## src/design/ajrf_pkg.sv

```systemverilog
// Shared types, codes and widths of the angle jump rejection filter.
package ajrf_pkg;

    localparam int ANGLE_W = 32;
    localparam int TOKEN_W = 32;
    localparam int COUNT_W = 32;
    localparam int LIMIT_W = 31;
    localparam int CFG_INDEX_W = 1;
    localparam int CFG_DATA_W = LIMIT_W;
    localparam int TURN_W = 16;

    localparam logic [CFG_INDEX_W-1:0] CFG_JUMP_LIMIT = 1'd0;
    localparam logic [CFG_INDEX_W-1:0] CFG_WRAP_MODE = 1'd1;

    localparam logic [LIMIT_W-1:0] JUMP_LIMIT_RESET = 31'd4096;
    localparam logic WRAP_MODE_RESET = 1'b1;

    typedef enum logic [0:0] {
        OP_SAMPLE = 1'b0,
        OP_RESET  = 1'b1
    } opcode_t;

    typedef enum logic [2:0] {
        ST_ACCEPTED  = 3'd0,
        ST_DUPLICATE = 3'd1,
        ST_REJECTED  = 3'd2,
        ST_INIT      = 3'd3,
        ST_FAILED    = 3'd4,
        ST_RESET     = 3'd5
    } status_t;

    typedef struct packed {
        opcode_t                    opcode;
        logic signed [ANGLE_W-1:0]  sample_angle;
        logic                       sample_valid;
        logic [TOKEN_W-1:0]         frame_token;
    } req_t;

    typedef struct packed {
        logic signed [ANGLE_W-1:0]  out_angle;
        status_t                    status;
        logic [COUNT_W-1:0]         reject_total;
    } rsp_t;

    typedef struct packed {
        logic [LIMIT_W-1:0] jump_limit;
        logic               wrap_mode;
    } cfg_t;

endpackage

```

## src/design/ajrf_cfg.sv

```systemverilog
// Configuration registers of the angle jump rejection filter.
module ajrf_cfg (
    input  logic                           clk,
    input  logic                           rst_n,
    input  logic                           cfg_write,
    input  logic [ajrf_pkg::CFG_INDEX_W-1:0] cfg_index,
    input  logic [ajrf_pkg::CFG_DATA_W-1:0]  cfg_data,
    output ajrf_pkg::cfg_t                 cfg
);
    import ajrf_pkg::*;

    cfg_t cfg_reg;
    cfg_t cfg_next;

    always_comb
    begin
        cfg_next = cfg_reg;
        if (cfg_write)
        begin
            unique case (cfg_index)
                CFG_JUMP_LIMIT: cfg_next.jump_limit = cfg_data[LIMIT_W-1:0];
                CFG_WRAP_MODE:  cfg_next.wrap_mode = cfg_data[0];
                default:        cfg_next = cfg_reg;
            endcase
        end
    end

    always_ff @(posedge clk or negedge rst_n)
    begin
        if (!rst_n)
        begin
            cfg_reg.jump_limit <= JUMP_LIMIT_RESET;
            cfg_reg.wrap_mode <= WRAP_MODE_RESET;
        end
        else
        begin
            cfg_reg <= cfg_next;
        end
    end

    assign cfg = cfg_reg;

endmodule

```

## src/design/ajrf_filter.sv

```systemverilog
// Filter state and the decision logic that turns one request into one response.
module ajrf_filter (
    input  logic           clk,
    input  logic           rst_n,
    input  logic           fire,
    input  ajrf_pkg::req_t req,
    input  ajrf_pkg::cfg_t cfg,
    output ajrf_pkg::rsp_t rsp
);
    import ajrf_pkg::*;

    logic                      has_value_reg;
    logic                      has_value_next;
    logic signed [ANGLE_W-1:0] held_angle_reg;
    logic signed [ANGLE_W-1:0] held_angle_next;
    logic [TOKEN_W-1:0]        last_token_reg;
    logic [TOKEN_W-1:0]        last_token_next;
    logic [COUNT_W-1:0]        reject_count_reg;
    logic [COUNT_W-1:0]        reject_count_next;

    logic signed [ANGLE_W:0]   jump_raw;
    logic signed [ANGLE_W:0]   jump;
    logic [ANGLE_W:0]          mag;
    logic                      too_far;

    // The change is formed at 33 bits; wrapping keeps the low TURN_W (16) bits, sign-extended.
    always_comb
    begin
        jump_raw = {req.sample_angle[ANGLE_W-1], req.sample_angle}
                 - {held_angle_reg[ANGLE_W-1], held_angle_reg};
        if (cfg.wrap_mode)
        begin
            jump = {{(ANGLE_W+1-TURN_W){jump_raw[TURN_W-1]}}, jump_raw[TURN_W-1:0]};
        end
        else
        begin
            jump = jump_raw;
        end
        mag = jump[ANGLE_W] ? (~jump + 1'b1) : jump;
        too_far = mag > {2'b00, cfg.jump_limit};
    end

    always_comb
    begin
        has_value_next = has_value_reg;
        held_angle_next = held_angle_reg;
        last_token_next = last_token_reg;
        reject_count_next = reject_count_reg;
        rsp.out_angle = '0;
        rsp.status = ST_FAILED;

        if (req.opcode == OP_RESET)
        begin
            has_value_next = 1'b0;
            last_token_next = req.frame_token;
            rsp.status = ST_RESET;
        end
        else if (cfg.jump_limit == '0)
        begin
            rsp.status = ST_FAILED;
        end
        else if (has_value_reg && (last_token_reg == req.frame_token))
        begin
            rsp.out_angle = held_angle_reg;
            rsp.status = ST_DUPLICATE;
        end
        else
        begin
            last_token_next = req.frame_token;
            if (!req.sample_valid)
            begin
                reject_count_next = reject_count_reg + 1'b1;
                if (has_value_reg)
                begin
                    rsp.out_angle = held_angle_reg;
                    rsp.status = ST_REJECTED;
                end
                else
                begin
                    rsp.status = ST_FAILED;
                end
            end
            else if (!has_value_reg)
            begin
                has_value_next = 1'b1;
                held_angle_next = req.sample_angle;
                rsp.out_angle = req.sample_angle;
                rsp.status = ST_INIT;
            end
            else if (too_far)
            begin
                reject_count_next = reject_count_reg + 1'b1;
                rsp.out_angle = held_angle_reg;
                rsp.status = ST_REJECTED;
            end
            else
            begin
                held_angle_next = req.sample_angle;
                rsp.out_angle = req.sample_angle;
                rsp.status = ST_ACCEPTED;
            end
        end
        rsp.reject_total = reject_count_next;
    end

    always_ff @(posedge clk or negedge rst_n)
    begin
        if (!rst_n)
        begin
            has_value_reg <= 1'b0;
            held_angle_reg <= '0;
            last_token_reg <= '0;
            reject_count_reg <= '0;
        end
        else if (fire)
        begin
            has_value_reg <= has_value_next;
            held_angle_reg <= held_angle_next;
            last_token_reg <= last_token_next;
            reject_count_reg <= reject_count_next;
        end
    end

endmodule

```

## src/design/angle_jump_rejection_filter_core.sv

```systemverilog
// Top level of the angle jump rejection filter: request register, filter and response register.
//
//   Channel    Signals                          Direction  Content
//   request    req_valid, req_stall, req        in         one sample or filter reset
//   response   rsp_valid, rsp_stall, rsp        out        one filtered angle and status
//   config     cfg_write, cfg_index, cfg_data   in         jump limit and wrap mode
//
// Each transaction passes through the request register and then lands in the
// response register, from which its response is offered until it is taken.
// One request is accepted every cycle while req_stall is low; the filter
// state updates as a request leaves the request register, so consecutive
// requests see each other's effect.
// Reset restores the register defaults and clears the filter state at once.
// A stalled response holds the pipeline, and the request channel stalls only when both
// registers are occupied and the response is stalled.
module angle_jump_rejection_filter_core (
    input  logic                             clk,
    input  logic                             rst_n,
    input  logic                             req_valid,
    output logic                             req_stall,
    input  ajrf_pkg::req_t                   req,
    output logic                             rsp_valid,
    input  logic                             rsp_stall,
    output ajrf_pkg::rsp_t                   rsp,
    input  logic                             cfg_write,
    input  logic [ajrf_pkg::CFG_INDEX_W-1:0] cfg_index,
    input  logic [ajrf_pkg::CFG_DATA_W-1:0]  cfg_data
);
    import ajrf_pkg::*;

    cfg_t cfg;
    req_t req_reg;
    logic req_valid_reg;
    logic req_valid_next;
    rsp_t rsp_reg;
    rsp_t rsp_next;
    logic rsp_valid_reg;
    logic rsp_valid_next;
    logic accept;
    logic advance;

    ajrf_cfg u_cfg (
        .clk       (clk),
        .rst_n     (rst_n),
        .cfg_write (cfg_write),
        .cfg_index (cfg_index),
        .cfg_data  (cfg_data),
        .cfg       (cfg)
    );

    ajrf_filter u_filter (
        .clk   (clk),
        .rst_n (rst_n),
        .fire  (advance),
        .req   (req_reg),
        .cfg   (cfg),
        .rsp   (rsp_next)
    );

    assign advance = req_valid_reg && (!rsp_valid_reg || !rsp_stall);
    assign req_stall = req_valid_reg && !advance;
    assign accept = req_valid && !req_stall;
    assign req_valid_next = accept || (req_valid_reg && !advance);
    assign rsp_valid_next = advance || (rsp_valid_reg && rsp_stall);

    always_ff @(posedge clk or negedge rst_n)
    begin
        if (!rst_n)
        begin
            req_valid_reg <= 1'b0;
            rsp_valid_reg <= 1'b0;
        end
        else
        begin
            req_valid_reg <= req_valid_next;
            rsp_valid_reg <= rsp_valid_next;
        end
    end

    always_ff @(posedge clk)
    begin
        if (accept)
        begin
            req_reg <= req;
        end
        if (advance)
        begin
            rsp_reg <= rsp_next;
        end
    end

    assign rsp_valid = rsp_valid_reg;
    assign rsp = rsp_reg;

endmodule

```

## config.mk

```make
export PLATFORM = sky130hd
export DESIGN_NAME = angle_jump_rejection_filter_core
export DESIGN_NICKNAME = d
export VERILOG_FILES = /design/src/design/ajrf_pkg.sv /design/src/design/ajrf_cfg.sv /design/src/design/ajrf_filter.sv /design/src/design/angle_jump_rejection_filter_core.sv
export SDC_FILE = /design/constraint.sdc
export NUM_CORES = 1
export LEC_CHECK = 0
export BUFFER_PORTS_ARGS = -buffer_cell sky130_fd_sc_hd__buf_2
export CELL_PAD_IN_SITES_DETAIL_PLACEMENT = 0
export CELL_PAD_IN_SITES_GLOBAL_PLACEMENT = 2
export CORE_AREA = 10 10 205 207
export CTS_BUF_LIST = sky130_fd_sc_hd__clkbuf_16
export CTS_CLUSTER_SIZE = 28
export DETAILED_ROUTE_END_ITERATION = 10
export DIE_AREA = 0 0 215 217
export HOLD_SLACK_MARGIN = 0.12
export PLACE_DENSITY = 0.85
export RECOVER_POWER = 100
export SETUP_SLACK_MARGIN = 0.3
export SYNTH_ARGS = -nofsm -noshare
export SYNTH_HDL_FRONTEND = slang
export SYNTH_SLANG_ARGS = --single-unit
```

## constraint.sdc

```tcl
create_clock -name clk -period 8.5 [get_ports clk]
set_input_delay 1.7 -clock clk [delete_from_list [all_inputs] [get_ports clk]]
set_output_delay 1.7 -clock clk [all_outputs]
set_load 0.1 [all_outputs]
```

### After elaboration in Yosys (flattened, before gate mapping)

Cells that the tools add are included.

* add/sub/neg operators: 3
* muxes and demuxes: 24
* equality and inequality tests: 4
* reductions and logical operators: 21
* bitwise logic cells: 5
* $lt $le $gt $ge: 1

Operators with widths (number)
* two-way mux 32 bit: 12
* two-way mux 35 bit: 4
* two-way mux 33 bit: 2
* adder 33 x 1 -> 33 bit, second input constant: 1
* greater-than comparator 33 x 31 -> 1 bit: 1
* NOT 33 bit: 1
* subtractor 32 x 32 -> 33 bit: 1
* adder 32 x 1 -> 32 bit, second input constant: 1
* equality test 32 bit: 1
* zero test 31 bit: 1
* inequality test 2 bit, second input constant: 3
* AND reduction 6 bit: 1
* logical AND 1 bit: 5
* two-way mux 1 bit: 5
* zero test 1 bit: 4
* NOT 1 bit: 4
* AND reduction 2 bit: 2
* AND reduction 4 bit: 1
* logical OR 1 bit: 3
* two-way mux 3 bit: 1
* AND reduction 3 bit: 1
* OR reduction 3 bit: 1
* nonzero test 2 bit: 1
* OR reduction 2 bit: 1

* bits in registers: 264
* output and inout port bits: 69
* logic and storage cells: 75

### Logic depth before layout (Yosys ltp)

Gate-level depths: netlist of run 1.

* word-level depth: 12
* mapped depth: 28
* depth with buffers taken out: 27

### By module

Synthesis of run 1 repeated with hierarchy kept, for this count alone.

* cell total of the unflattened synthesis: 1539
* area total of the unflattened synthesis: 16123.0 µm²

By module, submodules not included
* ajrf_filter: area an instance 10806.6 µm², times used 1, cells each 1329, seq. area each 2427.3 µm²
* angle_jump_rejection_filter_core: area an instance 4086.4 µm², times used 1, cells each 141, seq. area each 4043.9 µm²
* ajrf_cfg: area an instance 1229.9 µm², times used 1, cells each 69, seq. area each 803.3 µm²

### Worst setup path before layout of run 1

Ideal clock, no wire load.

* kind: register -> register
* start: register req_reg[33] (netlist name)
* end: register rsp_reg (netlist bit rsp[37]), data pin
* period minus slack after synthesis: 6.112 ns
* path slack: 2.388 ns
* arrival: 5.856 ns
* required time: 8.244 ns
* buffers on the path: 1
* stages on the path, launching flop included: 29
* cell sequence: edfxtp_1 > inv_1 > ha_1 > fa_1 > nand2b_1 > a21boi_0 > o21ai_1 > a2111o_1 > nand3_1 > nand3_1 > a41oi_1 > nor2_1 > nor2_1 > a21oi_1 > xor2_1 > ha_1 > a21o_1 > a21o_1 > a21oi_1 > nor2b_1 > o21ai_0 > a31oi_1 > o31ai_1 > a21oi_1 > a41o_1 > or3_4 > o311a_4 > buf_6 > a22o_1

* word-level cells in the longest chain between the ends: 10

RTL lines
* from (decl): RTL line angle_jump_rejection_filter_core.sv:32 `req_t req_reg;`
* from (signal assigned): RTL line angle_jump_rejection_filter_core.sv:84 `req_reg <= req;`
* subtractor 32 x 32 -> 33 bit *: RTL line ajrf_filter.sv:30 `- {held_angle_reg[ANGLE_W-1], held_angle_reg};`
* two-way mux 33 bit *: RTL line ajrf_filter.sv:31 `if (cfg.wrap_mode)`
* NOT 33 bit: RTL line ajrf_filter.sv:39 `mag = jump[ANGLE_W] ? (~jump + 1'b1) : jump;`
* adder 33 x 1 -> 33 bit: RTL line ajrf_filter.sv:39
* two-way mux 33 bit *: RTL line ajrf_filter.sv:39
* greater-than comparator 33 x 31 -> 1 bit *: RTL line ajrf_filter.sv:40 `too_far = mag > {2'b00, cfg.jump_limit};`
* two-way mux 35 bit *: RTL line ajrf_filter.sv:90 `else if (too_far)`
* two-way mux 35 bit *: RTL line ajrf_filter.sv:83 `else if (!has_value_reg)`
* two-way mux 35 bit *: RTL line ajrf_filter.sv:70 `if (!req.sample_valid)`
* two-way mux 35 bit *: RTL line ajrf_filter.sv:62 `else if (has_value_reg && (last_token_reg == req.frame_token))`
* to (signal assigned): RTL line angle_jump_rejection_filter_core.sv:88 `rsp_reg <= rsp_next;`
* to (decl): RTL line angle_jump_rejection_filter_core.sv:35 `rsp_t rsp_reg;`

Mark *: on every way between the ends. The rest lies on a longest branch, timed or not.
A chain may end at the register's enable or synchronous reset.

### Worst setup path after layout of run 1

* start: register req_reg[33] (netlist name)
* end: register u_filter.held_angle_reg[11]

* word-level cells in the longest chain between the ends: 8

RTL lines
* subtractor 32 x 32 -> 33 bit *: RTL line ajrf_filter.sv:30
* two-way mux 33 bit *: RTL line ajrf_filter.sv:31
* NOT 33 bit: RTL line ajrf_filter.sv:39
* adder 33 x 1 -> 33 bit: RTL line ajrf_filter.sv:39
* two-way mux 33 bit *: RTL line ajrf_filter.sv:39
* greater-than comparator 33 x 31 -> 1 bit *: RTL line ajrf_filter.sv:40
* inequality test 2 bit (no source line) *
* AND reduction 6 bit (no source line) *
* to (signal assigned): RTL line ajrf_filter.sv:118 `held_angle_reg <= held_angle_next;`
* to (decl): RTL line ajrf_filter.sv:14 `logic signed [ANGLE_W-1:0] held_angle_reg;`

Marked as above.

==> results of run 1 <==
-- final cells by class --
class	instances	area, um2
clock inverter	26	158
multi-input combinational	919	6780
sequential	264	7270
tap	518	648
inverter	77	289
clock buffer	30	751
fill	3665	21400
timing repair buffer	181	822
-- power breakdown --
group,switching [mW],internal (mW)
combinational,1.97,1.13
clock,0.519,0.668
sequential,0.144,1.59
total,2.64,3.39
-- placed cells by master, fill, tap and decap left out, types with 33 or more instances in the layout --
master / count
sky130_fd_sc_hd__inv_1: 85
sky130_fd_sc_hd__mux2_2: 34
sky130_fd_sc_hd__dfrtp_1: 129
sky130_fd_sc_hd__edfxtp_1: 133
sky130_fd_sc_hd__o211ai_1: 36
sky130_fd_sc_hd__nor2_1: 55
sky130_fd_sc_hd__ha_1: 65
sky130_fd_sc_hd__nand2_1: 109
sky130_fd_sc_hd__clkbuf_1: 77
sky130_fd_sc_hd__xnor2_1: 66
sky130_fd_sc_hd__a21oi_1: 54
sky130_fd_sc_hd__buf_2: 97
sky130_fd_sc_hd__xor2_1: 75
sky130_fd_sc_hd__mux2_1: 33
sky130_fd_sc_hd__o21ai_0: 64
-- cells by family after synthesis --
group,synth area share [%]
mux,5.49
compound gates,16.0
flops,49.6
buf+inv,3.85
simple gates,10.9
fa+ha+maj,5.68
xor+xnor,8.53
-- metal layers --
metal	part of all wire [%]	global-route usage, %	routed length, um
met3	4.4	2.66	1640
met5	0	0	0
met1	49	21.9	18100
met4	1.5	3.54	558
met2	45	24.7	16900
-- critical path: cells and delay by family, from the launching register on --
| family | cells | cell delay [ns] |
|---|---|---|
| muxes | 1 | 0.54 |
| and+or+nand+nor | 7 | 1.37 |
| adders and majority gates | 3 | 0.94 |
| DFF | 1 | 0.37 |
| AOI/OAI and AO/OA | 14 | 3.17 |
| xor gates and xnor gates | 1 | 0.19 |
| buffers and inverters | 2 | 0.64 |
-- worst max-delay path by stage --
stage	start	end	slack [ns]	cells after the start
after floorplan	req_reg[33]	rsp[37]	2.39	28
after global placement	req_reg[33]	rsp[1]	1.46	28
after detailed placement	req_reg[33]	rsp[1]	1.37	28
after CTS	req_reg[33]	rsp[1]	1.33	28
after global routing	req_reg[33]	u_filter.held_angle_reg[20]	0.45	28
final	req_reg[33]	u_filter.held_angle_reg[11]	1.12	28
==> implementation parameters, run 1 <==
Parameter                              Value

CTS
  Post-CTS setup buffer count    0
  Number of gates resized after cts    0
  Number of buffers inserted by hold repair at cts    0
  CTS buffer count    30
  CTS clock-pin slew for the worst setup and hold paths    ~0.060 ns
  Clock Sinks    roughly 260
  Clock Path Buffers    3
  H-tree lvl count    1
  Skew-Pair Late Insertion Delay    between 0.5 and 0.6 ns
  TritonCTS clock tree    built
  Clock tree root driver cell    sky130_fd_sc_hd__clkbuf_16

Finish
  Fraction of final layout cells with drive strength greater than 1    13.5%
  Number of standard cells in the layout, taps in and fillers out    2015
  Antenna diode count    0
  Layout area overhead    14.0%
  Count of nets after finishing    1642
  Number of flip-flops under the largest register name    67
  Share of the core filled with cells in the final layout    a little over two fifths
  Final Cell Area    between 0.015 and 0.02 mm2

Power and ir drop
  Max VDD drop    just under 200 uV
  Leakage power    a little under 7 nW
  Power per unit of standard cell area    ~360 mW/mm2
  Total power    6.02 mW

Synth
  Synth Cell Area    about 0.015 mm2
  Ranking of synthesized cells by instance count    sky130_fd_sc_hd__edfxtp_1, sky130_fd_sc_hd__dfrtp_1, sky130_fd_sc_hd__nand2_1
  Ys flop type    sky130_fd_sc_hd__edfxtp_1
  Most frequently used cell type in the post-synthesis netlist    sky130_fd_sc_hd__edfxtp_1
  Total number of yosys warnings    0
  Count of mapped cells out of synthesis    roughly 1300
  Post-Syn Nets    about 1500
  Share of the synthesized area in the top cell type    a little over a quarter
  FF+latch count, synth    roughly 260
  Sequential-to-total area share from yosys stat    49.6%
  Async set or reset register ratio after synthesis    approximately half
  Area contributors post-synth    sky130_fd_sc_hd__edfxtp_1, sky130_fd_sc_hd__dfrtp_1, sky130_fd_sc_hd__ha_1, sky130_fd_sc_hd__xor2_1, sky130_fd_sc_hd__xnor2_1
  Per-instance average area after synthesis    ~11 um2
  Count of flip-flops with a built-in enable after synthesis    around 130
  Netlist cell types    79
  Cell type with the largest total area after synthesis    sky130_fd_sc_hd__edfxtp_1

Placed design
  Number of placed cells counting well taps    between 1500 and 2000
  HPWL after detailed placement    ~27000 um
  Worst Setup Slack post-DPL    roughly 1.4 ns
  Cell area reported after detailed placement    0.0160 mm2
  Last weighted congestion value of the routability-driven placer    0.885
  Number of buffers added on ports    roughly 170

Setup path
  Reg-to-reg slack, setup    roughly 1.1 ns
  Maximum fanout along the worst path    32
  FF-to-FF Start    req_reg[33]
  Kind of start point of the critical path    register
  Crit Reg-Reg Endpoint    u_filter.held_angle_reg[11]
  Required time worst endpoint    around 9 ns
  Slowest Stage Delay on Critical Path    roughly 0.6 ns
  Master of the slowest instance on the critical path    sky130_fd_sc_hd__nor2_1
  Critical path start-end classification    reg -> reg
  Cell with the most instances on the worst path    sky130_fd_sc_hd__a21oi_1
  Arr. time, crit path    just under 8 ns
  R2R depth    28
  Critical Path End Type    register

GRT
  Remaining Overflow, GRT    0
  First-pass GRT wire length    roughly 60000 um
  Global-route total usage across every layer    15.6%
  Vias in the first global route    between 10000 and 15000
  Initial antenna violation count    0
  Largest net degree at the start of global routing    84

Floorplan
  Chip width    215 um
  Starting density of the core    between 30% and 40%
  Number of standard-cell rows in the floorplan    72
  Die Ht    around 220 um
  Core Area    between 0.03 and 0.04 mm2
  Die Area    about 0.047 mm2
  Boundary pin count    172

Status
  Failing checks    max-capacitance violations, max-slew violations
  Result of the run    finished, violations left

STA
  Post-route clock skew    roughly 0.017 ns
  Period utilisation layout    between 80 and 90%
  Total Neg Setup Slack    0 ns
  Min Tclk post-route    7.38 ns
  Total of endpoints with negative setup slack in the final report    0
  Unrepaired setup endpoints after global routing    false
  Worst hold slack    ~0.49 ns
  Slew headroom    -225%
  Smallest setup slack after layout    between 1 and 1.5 ns
  Slew of the pin with the lowest slew margin    between 4 and 5 ns
  Highest achievable clock rate    between 100 and 150 MHz
  Max Transition Viols Final    between 300 and 400
  Number of hold violations in the final report    0

Detailed routing
  Wirelength per Cell    between 15 and 20 um
  Remaining DRCs    0
  Routed Antenna Nets    0
  Vias    roughly 10000
  Detailed-routing iteration count for the pre-antenna-repair pass    5
  WL final    between 30000 and 40000 um
  Iteration-0 DRC count of the detailed router    638
  DR vias/cell    5.18

Worst hold path
  Number of cells on the worst hold path    1
  Startpoint of the lowest-slack hold path    u_filter.reject_count_reg[31]
  Hold worst-path end    u_filter.reject_count_reg[31]
  Hold Crit Class    reg -> reg

Flow run
  Total of max-cap violations    5
(Power assumes the default switching activity.)
==> run 2: changes to the inputs <==
- CORE_AREA: 10 10 205 207 -> 2 2 207 209
- DIE_AREA: 0 0 215 217 -> 0 0 209 211
- SYNTH_HIERARCHICAL: not set -> 1
==> implementation parameters, run 2 <==
Parameter                              Value

Status
  Result of the run    finished, violations left
  Failing checks    max-capacitance violations, max-slew violations

Synth
  Per-instance average area after synthesis    10.5 um2 (-5.9%)
  Post-Syn Nets    1708 (+15%)
  Cell type with the largest total area after synthesis    sky130_fd_sc_hd__edfxtp_1
  Count of flip-flops with a built-in enable after synthesis    133 (unchanged)
  Netlist cell types    87 (+10%)
  Share of the synthesized area in the top cell type    24.8% (-2.5 points)
  FF+latch count, synth    264 (unchanged)
  Ys flop type    sky130_fd_sc_hd__edfxtp_1
  Count of mapped cells out of synthesis    1539 (+17%)
  Most frequently used cell type in the post-synthesis netlist    sky130_fd_sc_hd__edfxtp_1
  Async set or reset register ratio after synthesis    49.6% (unchanged)
  Sequential-to-total area share from yosys stat    45.1% (-4.5 points)
  Total number of yosys warnings    6 (+6)
  Ranking of synthesized cells by instance count    sky130_fd_sc_hd__edfxtp_1, sky130_fd_sc_hd__dfrtp_1, sky130_fd_sc_hd__nand2_1
  Area contributors post-synth    sky130_fd_sc_hd__edfxtp_1, sky130_fd_sc_hd__dfrtp_1, sky130_fd_sc_hd__ha_1, sky130_fd_sc_hd__xnor2_1, sky130_fd_sc_hd__mux2_2
  Synth Cell Area    0.0161 mm2 (+9.9%)

Worst hold path
  Hold Crit Class    reg -> reg
  Startpoint of the lowest-slack hold path    req_valid_reg
  Number of cells on the worst hold path    1 (unchanged)
  Hold worst-path end    rsp_valid

Setup path
  Cell-by-cell listing of the critical path    ha_1 -> a21oi_1 -> o21ai_0 -> or2_2 -> or3_1 -> a22o_1 -> nor4b_2 -> nand2_1 -> nor4_1 -> or3b_2 -> a21oi_1 -> a21oi_1 -> ha_1 -> nand4_1 -> o211ai_1 -> a21o_1 -> a21oi_1 -> a21oi_1 -> a22oi_1 -> o21ai_1 -> nor3_2 -> clkbuf_1 -> a211oi_1 -> a311o_1
  Cell with the most instances on the worst path    sky130_fd_sc_hd__a21oi_1
  R2R depth    24 (-14%)
  Reg-to-reg slack, setup    0.73 ns (-0.39 ns)
  Slowest Stage Delay on Critical Path    1.27 ns (+0.67 ns)
  Critical Path End Type    register
  Maximum fanout along the worst path    32 (unchanged)
  Critical path start-end classification    reg -> reg
  Kind of start point of the critical path    register
  Arr. time, crit path    8.24 ns (+0.41 ns)
  Required time worst endpoint    8.97 ns (+0.02 ns)
  FF-to-FF Start    req_reg[44]
  Crit Reg-Reg Endpoint    u_filter/held_angle_reg[2]
  Master of the slowest instance on the critical path    sky130_fd_sc_hd__clkbuf_1

Placed design
  Number of buffers added on ports    171 (unchanged)
  Cell area reported after detailed placement    0.0174 mm2 (+8.8%)
  Last weighted congestion value of the routability-driven placer    0.877 (-0.89%)
  Worst Setup Slack post-DPL    0.870 ns (-0.496 ns)
  HPWL after detailed placement    31300 um (+16%)

Finish
  Most used cells in the layout excluding fill and tap cells    sky130_fd_sc_hd__edfxtp_1, sky130_fd_sc_hd__dfrtp_1, sky130_fd_sc_hd__nand2_1
  Number of filler cells placed in the layout    4055 (+11%)
  Sequential standard cell area    0.00727 mm2 (unchanged)
  Multi-input gate area in the final layout    0.00798 mm2 (+18%)
  Layout area overhead    12.1%
  Number of flip-flops under the largest register name    67 (unchanged)
  Count of nets after finishing    1838 (+12%)
  Most common cell after layout, fill and taps aside    sky130_fd_sc_hd__edfxtp_1
  Share of the core filled with cells in the final layout    43.3% (-0.62 points)
  Final Cell Area    0.0181 mm2 (+8.0%)
  Fraction of final layout cells with drive strength greater than 1    14.5% (+0.98 points)

Floorplan
  Starting density of the core    38.6% (+0.12 points)
  Chip width    209 um (-2.8%)
  Die Area    0.0441 mm2 (-5.5%)
  Core Area    0.0418 mm2 (+9.6%)
  Number of standard-cell rows in the floorplan    75 (+4.2%)
  Die Ht    211 um (-2.8%)
  Boundary pin count    172 (unchanged)

CTS
  Post-CTS setup buffer count    0 (unchanged)
  Skew-Pair Late Insertion Delay    0.61 ns (+0.03 ns)
  Clock Path Buffers    3 (unchanged)
  Number of gates resized after cts    0 (unchanged)
  Clock Sinks    264 (unchanged)
  CTS buffer count    30 (unchanged)
  Number of buffers inserted by hold repair at cts    0 (unchanged)
  TritonCTS clock tree    built
  Clock tree root driver cell    sky130_fd_sc_hd__clkbuf_16
  CTS clock-pin slew for the worst setup and hold paths    0.06 ns (about the same)
  H-tree lvl count    1 (unchanged)

Detailed routing
  DR vias/cell    5.64 (+9.0%)
  Remaining DRCs    0 (unchanged)
  Wirelength per Cell    19.6 um (+6.0%)
  Iteration-0 DRC count of the detailed router    881 (+38%)
  Detailed-routing iteration count for the pre-antenna-repair pass    6 (+1)
  WL final    43800 um (+18%)
  Routed Antenna Nets    0 (unchanged)
  Vias    12600 (+21%)

STA
  Slew headroom    -175% (+50 points)
  Total of endpoints with negative setup slack in the final report    0 (unchanged)
  Unrepaired setup endpoints after global routing    false
  Post-route clock skew    0.0346 ns (+0.0173 ns)
  Slew of the pin with the lowest slew margin    4.13 ns (-0.749 ns)
  Period utilisation layout    91.4% (+4.6 points)
  Min Tclk post-route    7.77 ns (+0.388 ns)
  Number of hold violations in the final report    0 (unchanged)
  Highest achievable clock rate    129 MHz (-5.0%)
  Max Transition Viols Final    421 (+32%)
  Total Neg Setup Slack    0 ns (unchanged)
  Smallest setup slack after layout    0.734 ns (-0.388 ns)

Power and ir drop
  Leakage power    7.08 nW (+1.7%)
  Power per unit of standard cell area    340 mW/mm2 (-5.7%)
  Max VDD drop    188 uV (-3.7%)

GRT
  Global-route total usage across every layer    19.6% (+4.1 points)
  First-pass GRT wire length    69400 um (+16%)
  Largest net degree at the start of global routing    97 (+15%)
  Vias in the first global route    12600 (+17%)
  Remaining Overflow, GRT    0 (unchanged)
  Initial antenna violation count    5 (+5)

Flow run
  Total of max-cap violations    9 (+4)
run 2: stage by stage:
| stage | power (mW) | instances | hold WS [ns] |
|---|---|---|---|
| floorplan | 4.19 | 1539 | 0.467 |
| global placement | 4.87 | 2176 | 0.483 |
| detailed placement | 4.91 | 2176 | 0.490 |
| CTS | 6.25 | 2232 | 0.503 |
| global route | 6.55 | 2233 | 0.510 |
| finish | 6.14 | 2235 | 0.489 |
run 2: report_power, final:
part	internal (mW)	leakage (nW)	switching [mW]
Sequential	1.58	2.85	0.121
Clock	0.758	0.508	0.536
Combinational	1.03	3.72	2.11
Total	3.37	7.08	2.77
run 2: worst max-delay path by stage:
stage | start | endpoint | slack, ns | cells past startpoint
6_report | req_reg[44] | u_filter/held_angle_reg[2] | 0.73 | 24
3_3_place_gp | req_reg[44] | rsp[35] | 0.99 | 24
5_1_grt | req_reg[39] | u_filter/held_angle_reg[9] | 0.27 | 24
3_5_place_dp | req_reg[33] | rsp[66] | 0.87 | 25
4_1_cts | req_reg[37] | rsp[66] | 0.88 | 23
2_1_floorplan | rsp_stall | u_filter/held_angle_reg[18] | 1.45 | 9
run 2: area by class of cell:
type,instances,share of cell area (%)
multi-input combinational,1106,44.1
sequential,264,40.3
timing repair buffer,187,4.71
clock buffer,30,4.15
tap,539,3.73
inverter,80,1.66
clock inverter,26,1.30
antenna,3,0.0415
run 2: cells by family after synthesis:
kind of cell    count (synthesis)  synth area share (%)
compound gates                420                  19.5
xor+xnor                      132                  7.30
fa+ha+maj                      66                  5.17
buf+inv                       169                  4.52
flops                         264                  45.1
mux                            72                  5.04
simple gates                  416                  13.3
run 2: worst max-delay path, delay by kind of cell, from the launching register on:
family                   cells  cell delay [ns]
AO/OA/AOI/OAI               13             2.45
adder cells (fa/ha/maj)      2             0.76
buffers and inverters        1             1.27
flip-flops                   1             0.44
AND/OR/NAND/NOR              8             2.67
run 2: routing by layer:
metal | up-vias | track usage (%) | wire length (um)
met2 | 275 | 33.3 | 20700
li1 | 6054 | - | -
met5 | - | 0 | 23
met4 | 4 | 4.90 | 1000
met3 | 63 | 3.66 | 2120
met1 | 6209 | 26.0 | 20000
